## src/rtl/core/percent_escape_decoder_assert.svh

```systemverilog
// Assertion macros shared by the percent-escape decoder RTL.
// Included by the top level; needs a clock named clk and a reset named arst_n in scope.
`ifndef PERCENT_ESCAPE_DECODER_ASSERT_SVH
`define PERCENT_ESCAPE_DECODER_ASSERT_SVH

`ifndef ASSERT_OFF
// Checked on every clock edge while reset is released.
`define PED_ASSERT(label, prop, msg) \
	label: assert property (@(posedge clk) disable iff (!arst_n) prop) else $error(msg);
// Checked on every clock edge, reset included.
`define PED_ASSERT_ALWAYS(label, prop, msg) \
	label: assert property (@(posedge clk) prop) else $error(msg);
`else
`define PED_ASSERT(label, prop, msg)
`define PED_ASSERT_ALWAYS(label, prop, msg)
`endif

`endif

```

## src/rtl/core/ped_pkg.sv

```systemverilog
// Shared types and constants of the percent-escape decoder.
// Used by the front, queue, back and top-level modules; depends on nothing.
package ped_pkg;

	// Depth of the queue between the front and the back.
	localparam int FIFO_DEPTH = 2;

	// Characters that drive the decoding.
	localparam logic [7:0] CHAR_PERCENT = 8'h25;
	localparam logic [7:0] CHAR_0       = 8'h30;
	localparam logic [7:0] CHAR_9       = 8'h39;
	localparam logic [7:0] CHAR_UA      = 8'h41;
	localparam logic [7:0] CHAR_UF      = 8'h46;
	localparam logic [7:0] CHAR_LA      = 8'h61;
	localparam logic [7:0] CHAR_LF      = 8'h66;
	localparam logic [7:0] HEX_TEN      = 8'd10;

	// One decoded result item.
	typedef struct packed {
		logic [7:0] out_byte;
		logic       has_byte;
		logic       last_of_token;
	} result_t;

	// One queue entry: the results caused by one input item.
	typedef struct packed {
		result_t r0;
		result_t r1;
		logic    two;
	} entry_t;

	// Queue status seen by the front and the back.
	typedef struct packed {
		logic full;
		logic empty;
	} fifo_stat_t;

endpackage

```

## src/rtl/core/ped_front.sv

```systemverilog
// Front of the percent-escape decoder: accepts bytes, runs the escape state machine
// and pushes the one or two results of each byte that has any into the queue. Depends on ped_pkg.
module ped_front (
	input  logic                clk,
	input  logic                arst_n,
	input  logic                in_valid,
	output logic                in_ready,
	input  logic [7:0]          data_byte,
	input  logic                token_end,
	input  ped_pkg::fifo_stat_t fifo_stat,
	output logic                push,
	output ped_pkg::entry_t     push_data
);

	typedef enum logic [1:0] {
		MODE_COPY,
		MODE_ESCAPE,
		MODE_ONEDIG,
		MODE_LITERAL
	} mode_t;

	mode_t      mode_q;
	logic [3:0] held_q;

	mode_t           mode_d;
	logic [3:0]      held_d;
	logic [1:0]      cnt;
	ped_pkg::entry_t ent;
	logic [4:0]      hex;
	logic [7:0]      val;
	logic            accept;

	// Returns {is_hex, value} for one byte; either letter case is taken.
	function automatic logic [4:0] hex_decode(input logic [7:0] b);
		logic [7:0] d;
		d = 8'd0;
		if (b >= ped_pkg::CHAR_0 && b <= ped_pkg::CHAR_9) begin
			d = b - ped_pkg::CHAR_0;
			return {1'b1, d[3:0]};
		end
		if (b >= ped_pkg::CHAR_UA && b <= ped_pkg::CHAR_UF) begin
			d = b - ped_pkg::CHAR_UA + ped_pkg::HEX_TEN;
			return {1'b1, d[3:0]};
		end
		if (b >= ped_pkg::CHAR_LA && b <= ped_pkg::CHAR_LF) begin
			d = b - ped_pkg::CHAR_LA + ped_pkg::HEX_TEN;
			return {1'b1, d[3:0]};
		end
		return {1'b0, d[3:0]};
	endfunction

	assign in_ready = !fifo_stat.full;
	assign accept   = in_valid && in_ready;
	assign hex      = hex_decode(data_byte);
	assign val      = {held_q, hex[3:0]};

	// Next state and the results of the current byte.
	always_comb begin
		mode_d = mode_q;
		held_d = held_q;
		cnt    = 2'd0;
		ent    = '0;
		unique case (mode_q)
			MODE_COPY: begin
				if (data_byte == ped_pkg::CHAR_PERCENT) begin
					mode_d = MODE_ESCAPE;
				end else begin
					ent.r0.out_byte = data_byte;
					ent.r0.has_byte = 1'b1;
					cnt             = 2'd1;
				end
			end
			MODE_ESCAPE: begin
				if (hex[4]) begin
					held_d = hex[3:0];
					mode_d = MODE_ONEDIG;
				end else begin
					ent.r0.out_byte = data_byte;
					ent.r0.has_byte = 1'b1;
					cnt             = 2'd1;
					mode_d          = MODE_COPY;
				end
			end
			MODE_ONEDIG: begin
				if (hex[4]) begin
					if (val != 8'd0) begin
						ent.r0.out_byte = val;
						ent.r0.has_byte = 1'b1;
						cnt             = 2'd1;
						mode_d          = MODE_COPY;
					end else begin
						mode_d = MODE_LITERAL;
					end
				end else if (held_q != 4'd0) begin
					// Flush the held digit, then treat the byte as in copy mode.
					ent.r0.out_byte = {4'd0, held_q};
					ent.r0.has_byte = 1'b1;
					cnt             = 2'd1;
					mode_d          = MODE_COPY;
					if (data_byte == ped_pkg::CHAR_PERCENT) begin
						mode_d = MODE_ESCAPE;
					end else begin
						ent.r1.out_byte = data_byte;
						ent.r1.has_byte = 1'b1;
						cnt             = 2'd2;
					end
				end else begin
					ent.r0.out_byte = data_byte;
					ent.r0.has_byte = 1'b1;
					cnt             = 2'd1;
					mode_d          = MODE_COPY;
				end
			end
			MODE_LITERAL: begin
				ent.r0.out_byte = data_byte;
				ent.r0.has_byte = 1'b1;
				cnt             = 2'd1;
				mode_d          = MODE_COPY;
			end
			default: begin
				mode_d = MODE_COPY;
			end
		endcase

		// At the end of the token, flush a held digit or emit an empty marker.
		if (token_end) begin
			if (mode_d == MODE_ONEDIG && held_d != 4'd0) begin
				ent.r0.out_byte = {4'd0, held_d};
				ent.r0.has_byte = 1'b1;
				cnt             = 2'd1;
			end
			if (cnt == 2'd0) begin
				ent.r0.out_byte = 8'd0;
				ent.r0.has_byte = 1'b0;
				cnt             = 2'd1;
			end
			ent.r0.last_of_token = (cnt == 2'd1);
			ent.r1.last_of_token = (cnt == 2'd2);
			mode_d               = MODE_COPY;
			held_d               = 4'd0;
		end
		ent.two = (cnt == 2'd2);
	end

	assign push      = accept && (cnt != 2'd0);
	assign push_data = ent;

	// Decoder state advances on every accepted byte.
	always_ff @(posedge clk or negedge arst_n) begin
		if (!arst_n) begin
			mode_q <= MODE_COPY;
			held_q <= 4'd0;
		end else if (accept) begin
			mode_q <= mode_d;
			held_q <= held_d;
		end
	end

endmodule

```

## src/rtl/core/ped_fifo.sv

```systemverilog
// Short queue between the front and the back of the percent-escape decoder.
// Holds one entry per input byte that produced results. Depends on ped_pkg.
module ped_fifo #(
	parameter int Depth = ped_pkg::FIFO_DEPTH
) (
	input  logic                       clk,
	input  logic                       arst_n,
	input  logic                       push,
	input  ped_pkg::entry_t            push_data,
	input  logic                       pop,
	output ped_pkg::entry_t            pop_data,
	output ped_pkg::fifo_stat_t        stat,
	output logic [$clog2(Depth+1)-1:0] level
);

	localparam int PtrW = (Depth > 1) ? $clog2(Depth) : 1;
	localparam int CntW = $clog2(Depth + 1);

	ped_pkg::entry_t mem_q [Depth];
	logic [PtrW-1:0] wr_ptr_q;
	logic [PtrW-1:0] rd_ptr_q;
	logic [CntW-1:0] cnt_q;

	assign stat.full  = (cnt_q == CntW'(Depth));
	assign stat.empty = (cnt_q == '0);
	assign pop_data   = mem_q[rd_ptr_q];
	assign level      = cnt_q;

	// Entry storage.
	always_ff @(posedge clk) begin
		if (push) begin
			mem_q[wr_ptr_q] <= push_data;
		end
	end

	// Pointers and fill count.
	always_ff @(posedge clk or negedge arst_n) begin
		if (!arst_n) begin
			wr_ptr_q <= '0;
			rd_ptr_q <= '0;
			cnt_q    <= '0;
		end else begin
			if (push) begin
				wr_ptr_q <= (wr_ptr_q == PtrW'(Depth - 1)) ? '0 : wr_ptr_q + 1'b1;
			end
			if (pop) begin
				rd_ptr_q <= (rd_ptr_q == PtrW'(Depth - 1)) ? '0 : rd_ptr_q + 1'b1;
			end
			if (push && !pop) begin
				cnt_q <= cnt_q + 1'b1;
			end else if (pop && !push) begin
				cnt_q <= cnt_q - 1'b1;
			end
		end
	end

endmodule

```

## src/rtl/core/ped_back.sv

```systemverilog
// Back of the percent-escape decoder: takes queue entries and delivers their
// results one per cycle through the output register while out_ready is high. Depends on ped_pkg.
module ped_back (
	input  logic                clk,
	input  logic                arst_n,
	input  ped_pkg::entry_t     head,
	input  ped_pkg::fifo_stat_t fifo_stat,
	output logic                pop,
	output logic                pend_valid,
	output logic                out_valid,
	input  logic                out_ready,
	output logic [7:0]          out_byte,
	output logic                has_byte,
	output logic                last_of_token
);

	ped_pkg::result_t out_q;
	ped_pkg::result_t pend_q;
	logic             out_valid_q;
	logic             pend_valid_q;
	logic             load;

	// The output register takes a new result whenever it is empty or being drained.
	assign load = !out_valid_q || out_ready;
	assign pop  = load && !pend_valid_q && !fifo_stat.empty;

	// Valid flags of the output register and the second-result holding register.
	always_ff @(posedge clk or negedge arst_n) begin
		if (!arst_n) begin
			out_valid_q  <= 1'b0;
			pend_valid_q <= 1'b0;
		end else if (load) begin
			if (pend_valid_q) begin
				out_valid_q  <= 1'b1;
				pend_valid_q <= 1'b0;
			end else if (!fifo_stat.empty) begin
				out_valid_q  <= 1'b1;
				pend_valid_q <= head.two;
			end else begin
				out_valid_q <= 1'b0;
			end
		end
	end

	// Result payloads.
	always_ff @(posedge clk) begin
		if (load) begin
			if (pend_valid_q) begin
				out_q <= pend_q;
			end else if (!fifo_stat.empty) begin
				out_q  <= head.r0;
				pend_q <= head.r1;
			end
		end
	end

	assign out_valid     = out_valid_q;
	assign pend_valid    = pend_valid_q;
	assign out_byte      = out_q.out_byte;
	assign has_byte      = out_q.has_byte;
	assign last_of_token = out_q.last_of_token;

endmodule

```

## src/rtl/core/percent_escape_decoder.sv

```systemverilog
// Percent-escape decoder, top level: front, queue and back.
// An accepted byte's results pass through the queue into the output register.
// Throughput is one byte per cycle while the queue is not full; a byte with two results
// holds the back while both leave the single output register, and the queue absorbs the slip.
// Reset (arst_n low, asynchronous) returns to copy mode and empties queue and output.
`include "percent_escape_decoder_assert.svh"

module percent_escape_decoder #(
	parameter int FifoDepth = ped_pkg::FIFO_DEPTH
) (
	input  logic       clk,
	input  logic       arst_n,
	input  logic       in_valid,
	output logic       in_ready,
	input  logic [7:0] data_byte,
	input  logic       token_end,
	output logic       out_valid,
	input  logic       out_ready,
	output logic [7:0] out_byte,
	output logic       has_byte,
	output logic       last_of_token
);

	localparam int CntW = $clog2(FifoDepth + 1);

	ped_pkg::fifo_stat_t fifo_stat;
	ped_pkg::entry_t     push_data;
	ped_pkg::entry_t     head;
	logic                push;
	logic                pop;
	logic                pend_valid;
	logic [CntW-1:0]     level;

	ped_front u_front (
		.clk       (clk),
		.arst_n    (arst_n),
		.in_valid  (in_valid),
		.in_ready  (in_ready),
		.data_byte (data_byte),
		.token_end (token_end),
		.fifo_stat (fifo_stat),
		.push      (push),
		.push_data (push_data)
	);

	ped_fifo #(
		.Depth (FifoDepth)
	) u_fifo (
		.clk       (clk),
		.arst_n    (arst_n),
		.push      (push),
		.push_data (push_data),
		.pop       (pop),
		.pop_data  (head),
		.stat      (fifo_stat),
		.level     (level)
	);

	ped_back u_back (
		.clk           (clk),
		.arst_n        (arst_n),
		.head          (head),
		.fifo_stat     (fifo_stat),
		.pop           (pop),
		.pend_valid    (pend_valid),
		.out_valid     (out_valid),
		.out_ready     (out_ready),
		.out_byte      (out_byte),
		.has_byte      (has_byte),
		.last_of_token (last_of_token)
	);

	// The queue never holds more entries than its depth.
	`PED_ASSERT(a_fifo_bound, level <= CntW'(FifoDepth), "queue fill exceeds its depth")
	// A held second result always sits behind a valid output.
	`PED_ASSERT(a_pend_behind_out, pend_valid |-> out_valid, "second result without output")
	// An empty end marker carries no byte and always closes the token.
	`PED_ASSERT(a_marker_last, (out_valid && !has_byte) |-> (last_of_token && out_byte == 8'd0),
		"end marker malformed")
	// A pop of the queue only happens when it is not empty.
	`PED_ASSERT(a_pop_nonempty, pop |-> !fifo_stat.empty, "pop from empty queue")

endmodule

```

## config.mk

```make
export PLATFORM = sky130hd
export DESIGN_NAME = percent_escape_decoder
export DESIGN_NICKNAME = d
export VERILOG_FILES = /design/src/rtl/core/ped_pkg.sv /design/src/rtl/core/ped_front.sv /design/src/rtl/core/ped_fifo.sv /design/src/rtl/core/ped_back.sv /design/src/rtl/core/percent_escape_decoder.sv
export VERILOG_INCLUDE_DIRS = /design/src /design/src/rtl/core
export SDC_FILE = /design/constraint.sdc
export NUM_CORES = 1
export LEC_CHECK = 0
export ABC_AREA = 1
export ABC_CLOCK_PERIOD_IN_PS = 2480
export BUFFER_PORTS_ARGS = -buffer_cell sky130_fd_sc_hd__buf_2
export CAP_MARGIN = 30
export CORE_AREA = 3 3 85 87
export DETAILED_ROUTE_END_ITERATION = 12
export DIE_AREA = 0 0 88 90
export HOLD_SLACK_MARGIN = 0.05
export PLACE_DENSITY = 0.73
export SETUP_SLACK_MARGIN = 0.1
export SLEW_MARGIN = 10
export SYNTH_ARGS = -nofsm -noshare
export SYNTH_HDL_FRONTEND = slang
export SYNTH_SLANG_ARGS = --single-unit
```

## constraint.sdc

```tcl
create_clock -name clk -period 2.48 [get_ports clk]
set_input_delay 0.372 -clock clk [delete_from_list [all_inputs] [get_ports clk]]
set_output_delay 0.372 -clock clk [all_outputs]
set_load 0.05 [all_outputs]
```

## Word-level counts from Yosys, hierarchy flattened

Memory sizes are Yosys's and may differ from the RTL's.
Cells that the tools add are included.

| cells by class | value |
|---|---|
| reductions and logical operators | 27 |
| bitwise logic cells | 2 |
| muxes and demuxes | 63 |
| $add $sub $neg | 9 |
| equality and inequality tests | 10 |
| magnitude comparators | 6 |

Operators with widths:

| cell | count |
|---|---|
| 9-bit two-way mux | 10 |
| 9-bit one-hot mux with 4 select lines | 1 |
| 10-bit two-way mux | 3 |
| 2-bit two-way mux | 15 |
| 5-bit two-way mux | 6 |
| 4-bit two-way mux | 6 |
| 1-bit two-way mux | 20 |
| 8-bit by 7-bit >= comparator with 1-bit output (second input constant) | 2 |
| 8-bit by 7-bit less-or-equal comparator with 1-bit output (second input constant) | 2 |
| 2-bit one-hot mux with 4 select lines | 2 |
| 2-bit == test (second input constant) | 6 |
| 4-bit by 1-bit subtractor with 4-bit output (second input constant) | 3 |
| 1-bit logical AND | 10 |
| 4-bit adder (second input constant) | 2 |
| 8-bit by 6-bit == test with 1-bit output (second input constant) | 1 |
| 8-bit by 6-bit >= comparator with 1-bit output (second input constant) | 1 |
| 8-bit by 6-bit less-or-equal comparator with 1-bit output (second input constant) | 1 |
| 4-bit nonzero test | 2 |
| 8-bit nonzero test | 1 |
| 1-bit logical NOT | 6 |
| 2-bit logical NOT | 3 |
| 2-bit by 1-bit == test with 1-bit output (second input constant) | 2 |
| 2-bit nonzero test | 2 |
| 3-bit AND reduction | 1 |
| other kinds (7) | 9 |

| word-level totals | value |
|---|---|
| memories kept | 1 |
| logic and storage cells | 131 |
| output and inout bits | 12 |
| flip-flop bits (word level) | 32 |
| memory bits (writable) | 42 |

Memories:

| memory | depth | width | rd ports | clocked after Yosys merged registers in | write ports | line | text |
|---|---|---|---|---|---|---|---|
| u_fifo.mem_q | 2 | 21 | 1 | 0 | 1 | ped_fifo.sv:19 | `ped_pkg::entry_t mem_q [Depth];` |

## Depth between registers and ports, before layout

Gate-level depths: netlist of the first run.

| depth | value |
|---|---|
| depth in word-level cells | 27 |
| mapped depth | 18 |

## Modules after synthesis

A second synthesis of the first run with hierarchy kept.

| second synthesis, totals | value |
|---|---|
| cell total of the unflattened synthesis | 328 |
| area total of the unflattened synthesis | 3,557.2 um2 |

Modules (own cells, without submodules):

| module | seq. area each (um2) | instances | cells each | area an instance (um2) |
|---|---|---|---|---|
| ped_fifo | 1,361.3 | 1 | 90 | 1,726.7 |
| ped_front | 150.1 | 1 | 169 | 984.7 |
| ped_back | 650.6 | 1 | 69 | 845.8 |

## Worst setup path after synthesis of the first run

No wires, ideal clock.

| path | value |
|---|---|
| path type | input port to flip-flop |
| from | in data_byte[1] |
| to | mem u_fifo.mem_q[1][0] in the netlist's numbering, enable pin |
| path slack | -0.306 ns |
| data required time | 2.081 ns |
| stages | 13 |
| data arrival time | 2.387 ns |
| cell sequence | inv_1 -> ha_1 -> nand2_2 -> nand3_2 -> nand2_4 -> nand2_4 -> nand2_1 -> nor2_1 -> nand3_1 -> nand3_2 -> nand2_2 -> nand2_2 -> nor2_1 |

| on the way | value |
|---|---|
| cells in the longest elaborated chain, start to end | 24 |

RTL lines:

| element | line | text |
|---|---|---|
| start: declaration | percent_escape_decoder.sv:15 | `input logic [7:0] data_byte,` |
| parallel branches: the longest is 19 deep, another holds 4-bit by 1-bit subtractor with 4-bit output | - |  |
| 2-bit two-way mux * | ped_front.sv:126 | `if (token_end) begin` |
| 2-bit nonzero test * | ped_front.sv:145 | `assign push = accept && (cnt != 2'd0);` |
| 1-bit logical AND * | ped_front.sv:145 |  |
| 1-bit two-way mux * | ped_fifo.sv:31 | `if (push) begin` |
| 1-bit two-way mux (not written as such) * | ped_fifo.sv:32 | `mem_q[wr_ptr_q] <= push_data;` |
| end: declaration | ped_fifo.sv:19 |  |

Every way passes the cells marked *. The select of a mux whose other input is x is not followed.

## Final worst setup path of the first run

| path | value |
|---|---|
| from | in data_byte[1] |
| to | reg u_fifo.cnt_q[1], in the netlist u_fifo.level[1] |

| on the way | value |
|---|---|
| cells in the longest elaborated chain, start to end | 25 |

RTL lines:

| element | line | text |
|---|---|---|
| parallel branches: the longest is 19 deep, another holds 4-bit by 1-bit subtractor with 4-bit output | - |  |
| 2-bit two-way mux * | ped_front.sv:126 |  |
| 2-bit nonzero test * | ped_front.sv:145 |  |
| 1-bit logical AND * | ped_front.sv:145 |  |
| via push | percent_escape_decoder.sv:29 | `logic push;` |
| 1-bit logical NOT | ped_fifo.sv:51 | `end else if (pop && !push) begin` |
| 1-bit logical AND | ped_fifo.sv:51 |  |
| 2-bit nonzero test (no source line) | - |  |
| end signal: assignment | ped_fifo.sv:50 | `cnt_q <= cnt_q + 1'b1;` |
| end signal: assignment | ped_fifo.sv:52 | `cnt_q <= cnt_q - 1'b1;` |
| end: declaration | ped_fifo.sv:22 | `logic [CntW-1:0] cnt_q;` |

Mark *: on every way through the listed nets, which the timed path passes. The select of a mux whose other input is x is not followed.
A chain may end at the register's enable or synchronous reset.

==> key figures, run 1 <==
Flow run
  – Number of max-cap violations: 0

Critical path
  – CP max FO: 8
  – CP max stage cell: ha_4
  – Crit path kind: in -> reg
  – R2R depth: 14
  – Worst Path Required: ~2.7 ns
  – CP arrival: between 2 and 2.5 ns
  – Reg2reg setup slack: around 0.35 ns
  – Worst Path Buf+Inv: 3
  – Highest cell delay on the worst timing path: approximately 0.24 ns
  – Critical path endpoint: u_fifo.level[1]$_DFFE_PN0P_
  – CP Depth: 19
  – Crit path from: data_byte[1]
  – Crit Reg-Reg Endpoint: u_fifo.level[1]$_DFFE_PN0P_
  – Top Family by Delay on Critical Path: simple AND/OR/NAND/NOR gates
  – Worst setup SP type: input port
  – Critical path endpoint category: flip-flop
  – Crit path cell chain: buf_2 > inv_1 > ha_1 > nand2_2 > nand3_2 > nand2_4 > nand2_1 > nand2_1 > nand2_1 > nor2_1 > nand3_1 > nand3_2 > nand2_2 > nand2_2 > inv_1 > ha_4 > a21oi_1 > o21ai_1 > xnor2_1
  – FF-to-FF Start: u_front.held_q[3]$_DFFE_PN0P_

Clock tree
  – Root buf cell: clkbuf_8
  – Worst-path clk slew: roughly 0.070 ns
  – CTS buffer count: 9
  – Max Root-Sink Buffers: 2
  – Clk sinks: 74
  – H-tree Lvls: 3
  – TritonCTS clock tree: done
  – Worst skew pair latency: between 0.3 and 0.4 ns

Drt
  – Vias: approximately 2600
  – ANT nets after route: 0
  – Avg WL per Cell: around 14 um
  – DRC: 0
  – DRT Pass-1 Iters: 4
  – Post-DR vias/cell: approximately 5.4
  – Initial DRC Count: 115
  – Final WL: a little under 7 mm

Floorplanning
  – Die H: about 90 um
  – Initial Utilization: 0.540
  – # rows: 29
  – Die X: about 90 um
  – Core Area: between 6000 and 7000 um^2
  – Die area: between 7000 and 8000 um^2
  – IO Pins: 25

STA
  – Tcrit/Tclk final: 0.865
  – Fin Setup TNS: 0 ns
  – Final setup violating endpoints: 0
  – RSZ-0062 raised after global routing: false
  – Rel. slew slack: 0.691
  – Layout Skew: around 0.0097 ns
  – Worst-margin pin slew: 0.463 ns
  – Setup ws final: 0.334 ns
  – Final Slew Violations: 0
  – Highest clock rate: 466 MHz
  – Final hold vios: 0
  – WHS: ~0.33 ns
  – Period minus WS final: between 2 and 2.5 ns

Yosys
  – Post-Synth Adder-Cell Area: 0.0180
  – Top cell type's share of synthesized area: 0.537
  – Number of distinct library cells after synthesis: 28
  – Post-Synth Simple-Gate Area: 0.213
  – Compound-cell area share of the yosys netlist: 0.0834
  – Post-Syn Area: 3470 um^2
  – Synth top area cells: edfxtp_1, nand2_1, dfrtp_1, inv_1, nor2_1
  – Number of synthesized flops with an enable pin: 62
  – Cell count after synthesis: between 300 and 400
  – Post-synth ARST share: 0.162
  – Synth Area per Inst: 9.96 um^2
  – Post-Synth XOR/XNOR Area: 0.00758
  – Sequential fraction of the synthesis area: 0.624
  – Leading register cell type out of synthesis: edfxtp_1
  – Synth Net Count: around 370
  – Main combinational cell family by area after synthesis: simple AND/OR/NAND/NOR gates
  – Ys Warns: 0
  – Yosys reg bits: 74
  – Proportion of synthesized area in mux cells: 0.00289
  – Post-synth top area cell: edfxtp_1

Global routing
  – Vias in the first global route: between 2000 and 2500
  – Maximum number of pins on one net before global-route repair: 23
  – GRT Util Overall: 0.181
  – First-pass GRT wire length: ~11 mm
  – GRT overflow: 0
  – Initial antenna violation count: 0

Min path
  – Hold_sp: out_ready
  – Hold Path Class: in -> reg

Power
  – Net Sw Frac: 0.370
  – Pwr dens: 1030 nW/um^2
  – Leakage: between 1.5 and 2 nW
  – Combinational share of power: 0.347
  – Internal power: approximately 2.6 mW
  – Net Sw Power: 1.56 mW
  – Reg power frac: 0.466
  – Peak supply drop: around 0.42 mV
  – Clk pwr share: 0.187

Layout
  – Footprint of the multi-input gates: ~1200 um^2
  – Proportion of layout cells with a drive suffix above 1: 0.218
  – Fin util: 0.633
  – Seq. cell area: ~2200 um^2
  – FILL cells: between 500 and 600
  – Area grow syn2layout: 17.3%
  – # diodes: 0
  – Nets@finish: about 420

Place
  – Placer Congestion: 0.974
  – IO Port Bufs: 24
  – Post-detail-place hpwl: between 4 and 5 mm
  – Pre-CTS setup slack: -0.0806 ns

Run status
  – Status: finished clean
[sequential cells by signal, summed over array words and instances (netlist names)]
signal / flops
u_fifo.rd_ptr_q: 1
u_front.held_q: 4
u_back.pend_q: 10
u_fifo.mem_q: 42
u_front.mode_q: 2
u_back.has_byte: 1
u_back.out_valid: 1
u_back.last_of_token: 1
u_fifo.level: 2
u_fifo.wr_ptr_q: 1
u_back.pend_valid: 1
u_back.out_byte: 8
[area by class of cell]
type | count | share of cell area
Sequential cell | 74 | 0.532
Multi-Input combinational cell | 227 | 0.287
Timing Repair Buffer | 47 | 0.0788
Inverter | 40 | 0.0375
Clock buffer | 12 | 0.0357
Tap cell | 77 | 0.0237
Clock inverter | 4 | 0.00492
[logic make-up after synthesis]
| family | count (synthesis) |
|---|---|
| mux | 1 |
| simple gates | 164 |
| xor+xnor | 3 |
| compound gates | 54 |
| fa+ha+maj | 5 |
| flops | 74 |
| buf+inv | 47 |
[layout by cell type (no fill, tap or decap), types with 2 or more instances in the layout]
| cell | n |
|---|---|
| nand2_1 | 89 |
| edfxtp_1 | 62 |
| inv_1 | 34 |
| nor2_1 | 31 |
| a21oi_1 | 24 |
| buf_2 | 24 |
| buf_4 | 20 |
| nand3_1 | 15 |
| o21ai_0 | 14 |
| dfrtp_1 | 11 |
| clkbuf_8 | 10 |
| nand2_2 | 8 |
| o22ai_1 | 7 |
| inv_2 | 5 |
| nor3_1 | 5 |
| nand3_2 | 5 |
| nor2_4 | 4 |
| a31oi_1 | 4 |
| ha_1 | 4 |
| o21ai_1 | 3 |
| nand2_4 | 2 |
| xnor2_1 | 2 |
| o21bai_1 | 2 |
| clkinv_1 | 2 |
| clkbuf_1 | 2 |
| buf_12 | 2 |
[timing repair]
| item | in CTS | in global routing |
|---|---|---|
| setup endpoints to repair | 0 | 2 |
| resized for setup | 0 | 8 |
| hold buffers | 1 | 0 |
| buffers inserted | 0 | 1 |
| endpoints found under the hold margin | 12 | 0 |
[synthesized netlist by cell type (2+ instances only)]
master	number
edfxtp_1	62
o21ai_0	15
ha_1	5
o22ai_1	7
inv_1	34
nand3_1	15
nor2_1	34
nand2_4	2
inv_2	5
nand2_2	7
xnor2_1	2
dfrtp_1	12
o21bai_1	2
a21oi_1	24
a31oi_1	4
nand3_2	5
nand2_1	90
clkbuf_1	7
o21ai_1	2
nor3_1	6
[tightest hold or removal path, stage by stage]
cell     delay, ns
buf_2         0.07
nor2_1        0.06
inv_1         0.07
nand3_1       0.06
[how the worst min path moves through the flow]
stage | endpoint | cells past startpoint
floorplan | u_back.out_valid$_DFFE_PN0N_ | 0
global placement | u_front.held_q[2]$_DFFE_PN0P_ | 1
detailed placement | u_front.held_q[2]$_DFFE_PN0P_ | 1
CTS | u_back.out_valid$_DFFE_PN0N_ | 4
global route | u_back.out_valid$_DFFE_PN0N_ | 4
finish | u_back.out_valid$_DFFE_PN0N_ | 4
[metal layers]
| layer | up-vias | share of wire | global-route usage |
|---|---|---|---|
| li1 | 1271 | - | - |
| met1 | 1214 | 0.43 | 0.221 |
| met2 | 83 | 0.49 | 0.289 |
| met3 | 24 | 0.054 | 0.0503 |
| met4 | 0 | 0.030 | 0.0921 |
| met5 | - | 0 | 0 |
[power groups by stage]
| stage | logic [mW] | clock network, mW | registers, mW |
|---|---|---|---|
| 2_1_floorplan | 0.707 | 0 | 2.29 |
| 3_3_place_gp | 1.41 | 0 | 1.98 |
| 3_5_place_dp | 1.44 | 0 | 1.99 |
| 4_1_cts | 1.45 | 0.799 | 1.96 |
| 5_1_grt | 1.60 | 0.850 | 2.00 |
| 6_report | 1.46 | 0.788 | 1.96 |
[per-stage QoR]
stage / cells / power, mW / cell area, um^2
2_1_floorplan: 348 / 2.99 / 3480
3_3_place_gp: 463 / 3.38 / 3850
3_5_place_dp: 463 / 3.43 / 3850
4_1_cts: 480 / 4.21 / 4030
5_1_grt: 481 / 4.45 / 4070
6_report: 481 / 4.21 / 4070
Note: power is estimated with default switching activity, not from simulation.
==> run 2: changes to the inputs <==
==> constraint.sdc (replaced) <==
create_clock -name clk -period 2.48 [get_ports clk]
set_input_delay 0.372 -clock clk [delete_from_list [all_inputs] [get_ports clk]]
set_output_delay 0.372 -clock clk [all_outputs]
set_load 0.01 [all_outputs]
==> run 2 against run 1 <==
Net effect:
- design area is 0.80% lower
- fmax is 5.1% lower
- largest cell class unchanged
- clock skew is 0.0049 ns lower
- global-route usage is 0.84 points higher
- register-to-register slack worse by 0.13 ns
- worst setup slack worse by 0.11 ns
- via count is 0.19% lower
- count of clock-buffer cells in the layout is 3 lower
- sequential power hardly changed
- flip-flop and latch count stayed put
==> key figures, run 2 (same netlist as run 1, synthesis figures left out) <==
Run status
  – Status: finished clean

STA
  – WHS: 0.348 ns (+0.0161 ns)
  – Final Slew Violations: 0 (unchanged)
  – Tcrit/Tclk final: 0.912 (+0.0463)
  – Highest clock rate: 442 MHz (-5.1%)
  – RSZ-0062 raised after global routing: false
  – Worst-margin pin slew: 0.655 ns (+0.192 ns)
  – Setup ws final: 0.219 ns (-0.115 ns)
  – Rel. slew slack: 0.563 (-0.128)
  – Final setup violating endpoints: 0 (unchanged)
  – Period minus WS final: 2.26 ns (+0.115 ns)
  – Final hold vios: 0 (unchanged)
  – Layout Skew: 0.00480 ns (-0.00492 ns)

Min path
  – Hold path depth: 4 (unchanged)
  – Hold_sp: out_ready
  – Hold Path Class: in -> reg
  – Hold Path Sink: u_back.out_valid$_DFFE_PN0N_

Critical path
  – CP max FO: 4 (-4)
  – FF-to-FF Start: u_front.held_q[3]$_DFFE_PN0P_
  – Crit path kind: reg -> reg
  – CP arrival: 2.48 ns (+0.10 ns)
  – Worst Path Required: 2.70 ns (about the same)
  – R2R depth: 14 (unchanged)
  – Crit path from: u_front.held_q[3]$_DFFE_PN0P_
  – Crit Reg-Reg Endpoint: u_fifo.level[1]$_DFFE_PN0P_
  – Critical path endpoint category: flip-flop
  – Worst setup SP type: flip-flop
  – Reg2reg setup slack: 0.22 ns (-0.13 ns)

Floorplanning
  – Initial Utilization: 0.540 (unchanged)
  – IO Pins: 25 (unchanged)
  – Die X: 88 um (unchanged)
  – Core Area: 6420 um^2 (unchanged)
  – Die area: 7920 um^2 (unchanged)
  – Die H: 90 um (unchanged)
  – # rows: 29 (unchanged)

Drt
  – ANT nets after route: 0 (unchanged)
  – Initial DRC Count: 191 (+66%)
  – Final WL: 7.03 mm (+4.6%)
  – DRC: 0 (unchanged)
  – Post-DR vias/cell: 5.41 (+0.43%)
  – DRT Pass-1 Iters: 6 (+2)
  – Avg WL per Cell: 14.7 um (+5.3%)
  – Vias: 2587 (-0.19%)

Place
  – Post-detail-place hpwl: 5.11 mm (+3.6%)
  – Placer Congestion: 0.968 (-0.54%)
  – Placed Instances: 461 (-0.43%)
  – IO Port Bufs: 24 (unchanged)
  – Pre-CTS setup slack: -0.168 ns (-0.0873 ns)

Layout
  – Footprint of the multi-input gates: 1160 um^2 (-0.86%)
  – # diodes: 0 (unchanged)
  – Nets@finish: 415 (-0.48%)
  – Max FFs per register: 42 (unchanged)
  – FILL cells: 526 (+5.0%)
  – Proportion of layout cells with a drive suffix above 1: 0.217 (-0.000864)
  – Finished Layout Cells: 478 (-0.62%)
  – Area grow syn2layout: 16.3%
  – Fin util: 0.628 (-0.00506)
  – Most common cell after layout, fill and taps aside: nand2_1
  – Most frequent cells in the layout: nand2_1, edfxtp_1, inv_1
  – Reg with most FFs: u_fifo.mem_q
  – Seq. cell area: 2160 um^2 (about the same)

Power
  – Peak supply drop: 0.510 mV (+22%)
  – Pwr dens: 957 nW/um^2 (-7.5%)
  – Leakage: 1.76 nW (-0.74%)

Global routing
  – Maximum number of pins on one net before global-route repair: 23 (unchanged)
  – First-pass GRT wire length: 11.7 mm (+6.7%)
  – GRT overflow: 0 (unchanged)
  – Vias in the first global route: 2518 (+2.7%)
  – Initial antenna violation count: 0 (unchanged)
  – GRT Util Overall: 0.189 (+0.00837)

Clock tree
  – Clk sinks: 74 (unchanged)
  – Worst skew pair latency: 0.33 ns (-0.02 ns)
  – Worst-path clk slew: 0.07 ns (about the same)
  – TritonCTS clock tree: done
  – Root buf cell: clkbuf_8
  – CTS buffer count: 9 (unchanged)
  – H-tree Lvls: 3 (unchanged)
  – Max Root-Sink Buffers: 2 (unchanged)

Flow run
  – Number of max-cap violations: 0 (unchanged)
[run 2: critical path: stages, from the launching register on]
cell,delay [ns]
dfrtp_1,0.42
nor2_2,0.17
nand2_1,0.15
inv_1,0.11
nand2_1,0.06
nor3_1,0.16
nand3_1,0.14
nand3_2,0.12
nand2_2,0.06
nand2_2,0.07
inv_1,0.07
ha_4,0.24
a21oi_1,0.13
o21ai_1,0.11
xnor2_1,0.13
[run 2: worst max-delay path by stage]
stage,cells after the start,endpoint,slack (ns)
3_5_place_dp,19,u_fifo.level[1]$_DFFE_PN0P_,-0.17
6_report,14,u_fifo.level[1]$_DFFE_PN0P_,0.22
2_1_floorplan,17,u_fifo.level[1]$_DFFE_PN0P_,0.13
4_1_cts,14,u_fifo.level[1]$_DFFE_PN0P_,0.14
3_3_place_gp,19,u_fifo.level[1]$_DFFE_PN0P_,0.02
5_1_grt,19,u_fifo.level[1]$_DFFE_PN0P_,0.11
[run 2: what timing repair did]
| item | in CTS | in global routing |
|---|---|---|
| endpoints found under the setup margin | 1 | 1 |
| gates resized for setup | 2 | 4 |
| hold buffers | 1 | 0 |
| setup buffers | 0 | 1 |
| pin swaps | 0 | 4 |
| hold endpoints to repair | 12 | 0 |
[run 2: area by class of cell]
type | instances | area share
sequential | 74 | 0.536
clock buffer | 9 | 0.0307
timing repair buffer | 45 | 0.0757
inverter | 40 | 0.0378
multi-input combinational | 227 | 0.287
tap | 77 | 0.0239
clock inverter | 6 | 0.00868
[run 2: per-stage QoR]
stage	instance area [um^2]	total power, mW	TNS, ns
after global routing	4030	4.11	0
final	4030	3.86	0
after CTS	4010	3.87	0
after floorplan	3470	2.68	0
after detailed placement	3830	3.11	-0.168
after global placement	3830	3.05	0
[run 2: metal layers]
metal  track usage  vias to the layer above  wire (um)  share of wire
li1              -                     1267          -              -
met2         0.308                       89       3570           0.51
met4        0.0729                        0        134          0.019
met1         0.241                     1214       2980           0.42
met3        0.0475                       17        353          0.050
met5             0                        -          0              0
[run 2: power breakdown]
part           internal (mW)  switching (mW)  leakage [nW]
clock                  0.350           0.421        0.0806
sequential              1.83           0.124         0.737
combinational          0.410           0.722         0.942
